**src/bha_pkg.sv**
```systemverilog
`default_nettype none

package bha_pkg;

    localparam int HANDLE_W        = 16;
    localparam int DEF_NUM_HANDLES = 65536;
    localparam int DEF_WORD_BITS   = 64;

    localparam logic FUNC_ALLOC   = 1'b0;
    localparam logic FUNC_RELEASE = 1'b1;

    localparam logic STATUS_OK    = 1'b0;
    localparam logic STATUS_EMPTY = 1'b1;

endpackage

`default_nettype wire

```
**src/bha_lowest_set.sv**
```systemverilog
`default_nettype none

module bha_lowest_set #(
    parameter int WORD_BITS = bha_pkg::DEF_WORD_BITS
) (
    input  wire logic [WORD_BITS-1:0]         i_word,
    output logic                              o_found,
    output logic [$clog2(WORD_BITS)-1:0]      o_idx
);

    localparam int BIT_W = $clog2(WORD_BITS);

    always_comb begin
        o_found = |i_word;
        o_idx   = '0;
        for (int k = WORD_BITS - 1; k >= 0; k--) begin
            if (i_word[k]) begin
                o_idx = BIT_W'(k);
            end
        end
    end

endmodule

`default_nettype wire

```
**config.mk**
```make
export PLATFORM = sky130hd
export DESIGN_NAME = bha_lowest_set
export DESIGN_NICKNAME = d
export VERILOG_FILES = /design/src/bha_pkg.sv /design/src/bha_lowest_set.sv
export SDC_FILE = /design/constraint.sdc
export NUM_CORES = 1
export LEC_CHECK = 0
export ABC_CLOCK_PERIOD_IN_PS = 2050
export BUFFER_PORTS_ARGS = -buffer_cell sky130_fd_sc_hd__buf_2
export CAP_MARGIN = 0
export CORE_MARGIN = 3
export CORE_UTILIZATION = 42
export DETAILED_ROUTE_END_ITERATION = 8
export GPL_TIMING_DRIVEN = 0
export PLACE_DENSITY = 0.85
export SLEW_MARGIN = 15
export SYNTH_ARGS = -nofsm -noshare
export SYNTH_HDL_FRONTEND = slang
export SYNTH_SLANG_ARGS = --single-unit
```
**constraint.sdc**
```tcl
create_clock -name vclk -period 2.05
set_clock_uncertainty 0.05 [all_clocks]
set_input_delay 0.41 -clock vclk [all_inputs]
set_output_delay 0.41 -clock vclk [all_outputs]
set_load 0.02 [all_outputs]
```
==> run metrics <==
core area 1980 um^2; unrepaired setup endpoints after global routing true; VDD IR-drop max 0.104 mV; pre-CTS WS -0.336 ns; die height 52.0 um; FFs & Latches 0; Area Overhead vs Synth 74.5%; crit share post-route 113%; minimum clock period 2.31 ns; Die Footprint 2700 um^2; critical path class input pin to output port; main area contributors after synthesis nor4_1, nor2_1, nor3_1; cell breakdown of the critical path buf_6 -> or4_4 -> nor4b_4 -> buf_4 -> o21ai_2 -> nand3_1 -> a31oi_2 -> buf_4; Netlist cell types 40; post-synth top area share 11.3%; final hold violation count 0; setup TNS -1.41 ns; Slew Viols, Final 0; WP data arrival 1.85 ns; status finished, violations left; initial drt markers 56; DRT Pass-1 Iters 4; DRC viols 0; crit path max fanout 3; grt total ovfl 0; Lkg Pwr 0.609 nW; worst slew margin relative to its limit 60.3%; row cnt 16; port bufs 71; Storage cell area 0 um^2; Mapped Avg Cell Area 6.12 um^2; class of the worst hold path input pin to output port; starting density of the core 44.8%; synthesis warning total 0; routability cong. 0.844; Post-Syn Instances 145; I/O pin cnt 71; synthesized cell area 887 um^2; Mapped Nets 209; count leader, synth nor2_1; CP max stage delay 0.54 ns; initial antenna violation count 0; via count 1515; fill count 150; crit end category output port; Worst setup SP type input pin; sequential element share of the synthesized area 0%; WL per Instance 14.4 um; vias in the first global route 1384; die width 52.0 um; Final nets 285; Critical Path RT 1.59 ns; failing checks negative setup slack; final setup fails 7; layout cells sized above 1 47.0%; ant diodes 0; worst-margin pin slew 0.590 ns; Power Dens Cells 152 nW/um^2; Fmax 433 MHz; Hold Buf Count CTS 0; post-DP HPWL 2740 um; Post-synth top cells nor2_1, nor4_1, nor3_1, a21oi_1, inv_1; gr usage total 24.3%; vias per cell 6.16; Max-Cap Viols 0; crit-path most repeated cell buf_4; final setup margin -0.261 ns; Antenna Nets Post-Route 0; CP max stage cell or4_4; largest net degree at the start of global routing 6; final wirelength 3550 um; post-synth top area cell nor4_1; first-pass GRT wire length 5350 um; CLK BUF 0
## where the power goes
group / switching [mW] / internal, mW / total (mW) / leakage (nW)
Sequential: 0 / 0 / 0 / 0
Clock: 0 / 0 / 0 / 0
Combinational: 0.128 / 0.107 / 0.235 / 0.609
## cell families after synthesis
group / share of synthesized area, %
buf+inv: 4.23
compound gates: 36.4
simple gates: 59.4
## placed cells by master (no fill, tap or decap), types with 3 or more instances in the layout
master,instances
nand2_1,9
buf_2,57
nor4_4,5
o31ai_1,3
nand2b_1,3
a21oi_1,10
or4_4,5
nand3_1,4
o21bai_1,3
nor2b_1,4
o211ai_1,4
o21ai_0,4
buf_4,8
inv_1,10
nor2_1,16
or3_1,3
o21a_1,3
nand3_2,3
nor4_1,11
buf_6,8
nor3_1,11
## worst paths after layout
| check | depth (start not counted) | from | endpoint | slack [ns] |
|---|---|---|---|---|
| worst max-delay path | 8 | i_word[62] | o_idx[3] | -0.26 |
| worst min-delay path | 5 | i_word[1] | o_idx[3] | 1.20 |
## timing repair
item                                    in CTS  in global routing
gates resized for setup                     39                 10
endpoints found under the hold margin        0                  0
pin swaps                                   19                 12
setup buffers                                2                  1
endpoints found under the setup margin       7                  7
## area by class of cell
| class | count | area (um^2) | area share [%] |
|---|---|---|---|
| timing repair buffer | 74 | 450 | 29.1 |
| inverter | 10 | 37.5 | 2.43 |
| multi-input combinational | 135 | 1030 | 66.3 |
| tap | 27 | 33.8 | 2.18 |
## layer usage
metal / part of all wire (%) / global-route usage (%) / routed length (um) / up-vias
li1: - / - / - / 732
met5: 0 / 0 / 0 / -
met3: 9.7 / 2.58 / 344 / 6
met4: 1.4 / 4.80 / 49 / 0
met1: 39 / 27.4 / 1380 / 691
met2: 50 / 47.9 / 1780 / 86
## through the flow
stage	cell area, um^2	utilization [%]	power (mW)	std cells	hold WS [ns]
floorplan	931	-	0.0704	145	0.933
global placement	1320	66.6	0.183	243	1.18
detailed placement	1320	66.6	0.190	243	1.19
CTS	1490	75.1	0.219	245	1.20
global route	1550	78.1	0.253	246	1.22
finish	1550	78.1	0.235	246	1.20
## critical path, delay by kind of cell
family / cells / cell delay (ns)
AOI/OAI and AO/OA: 2 / 0.14
buffers and inverters: 3 / 0.42
and+or+nand+nor: 3 / 0.88
Power figures use the tool's default switching activity.
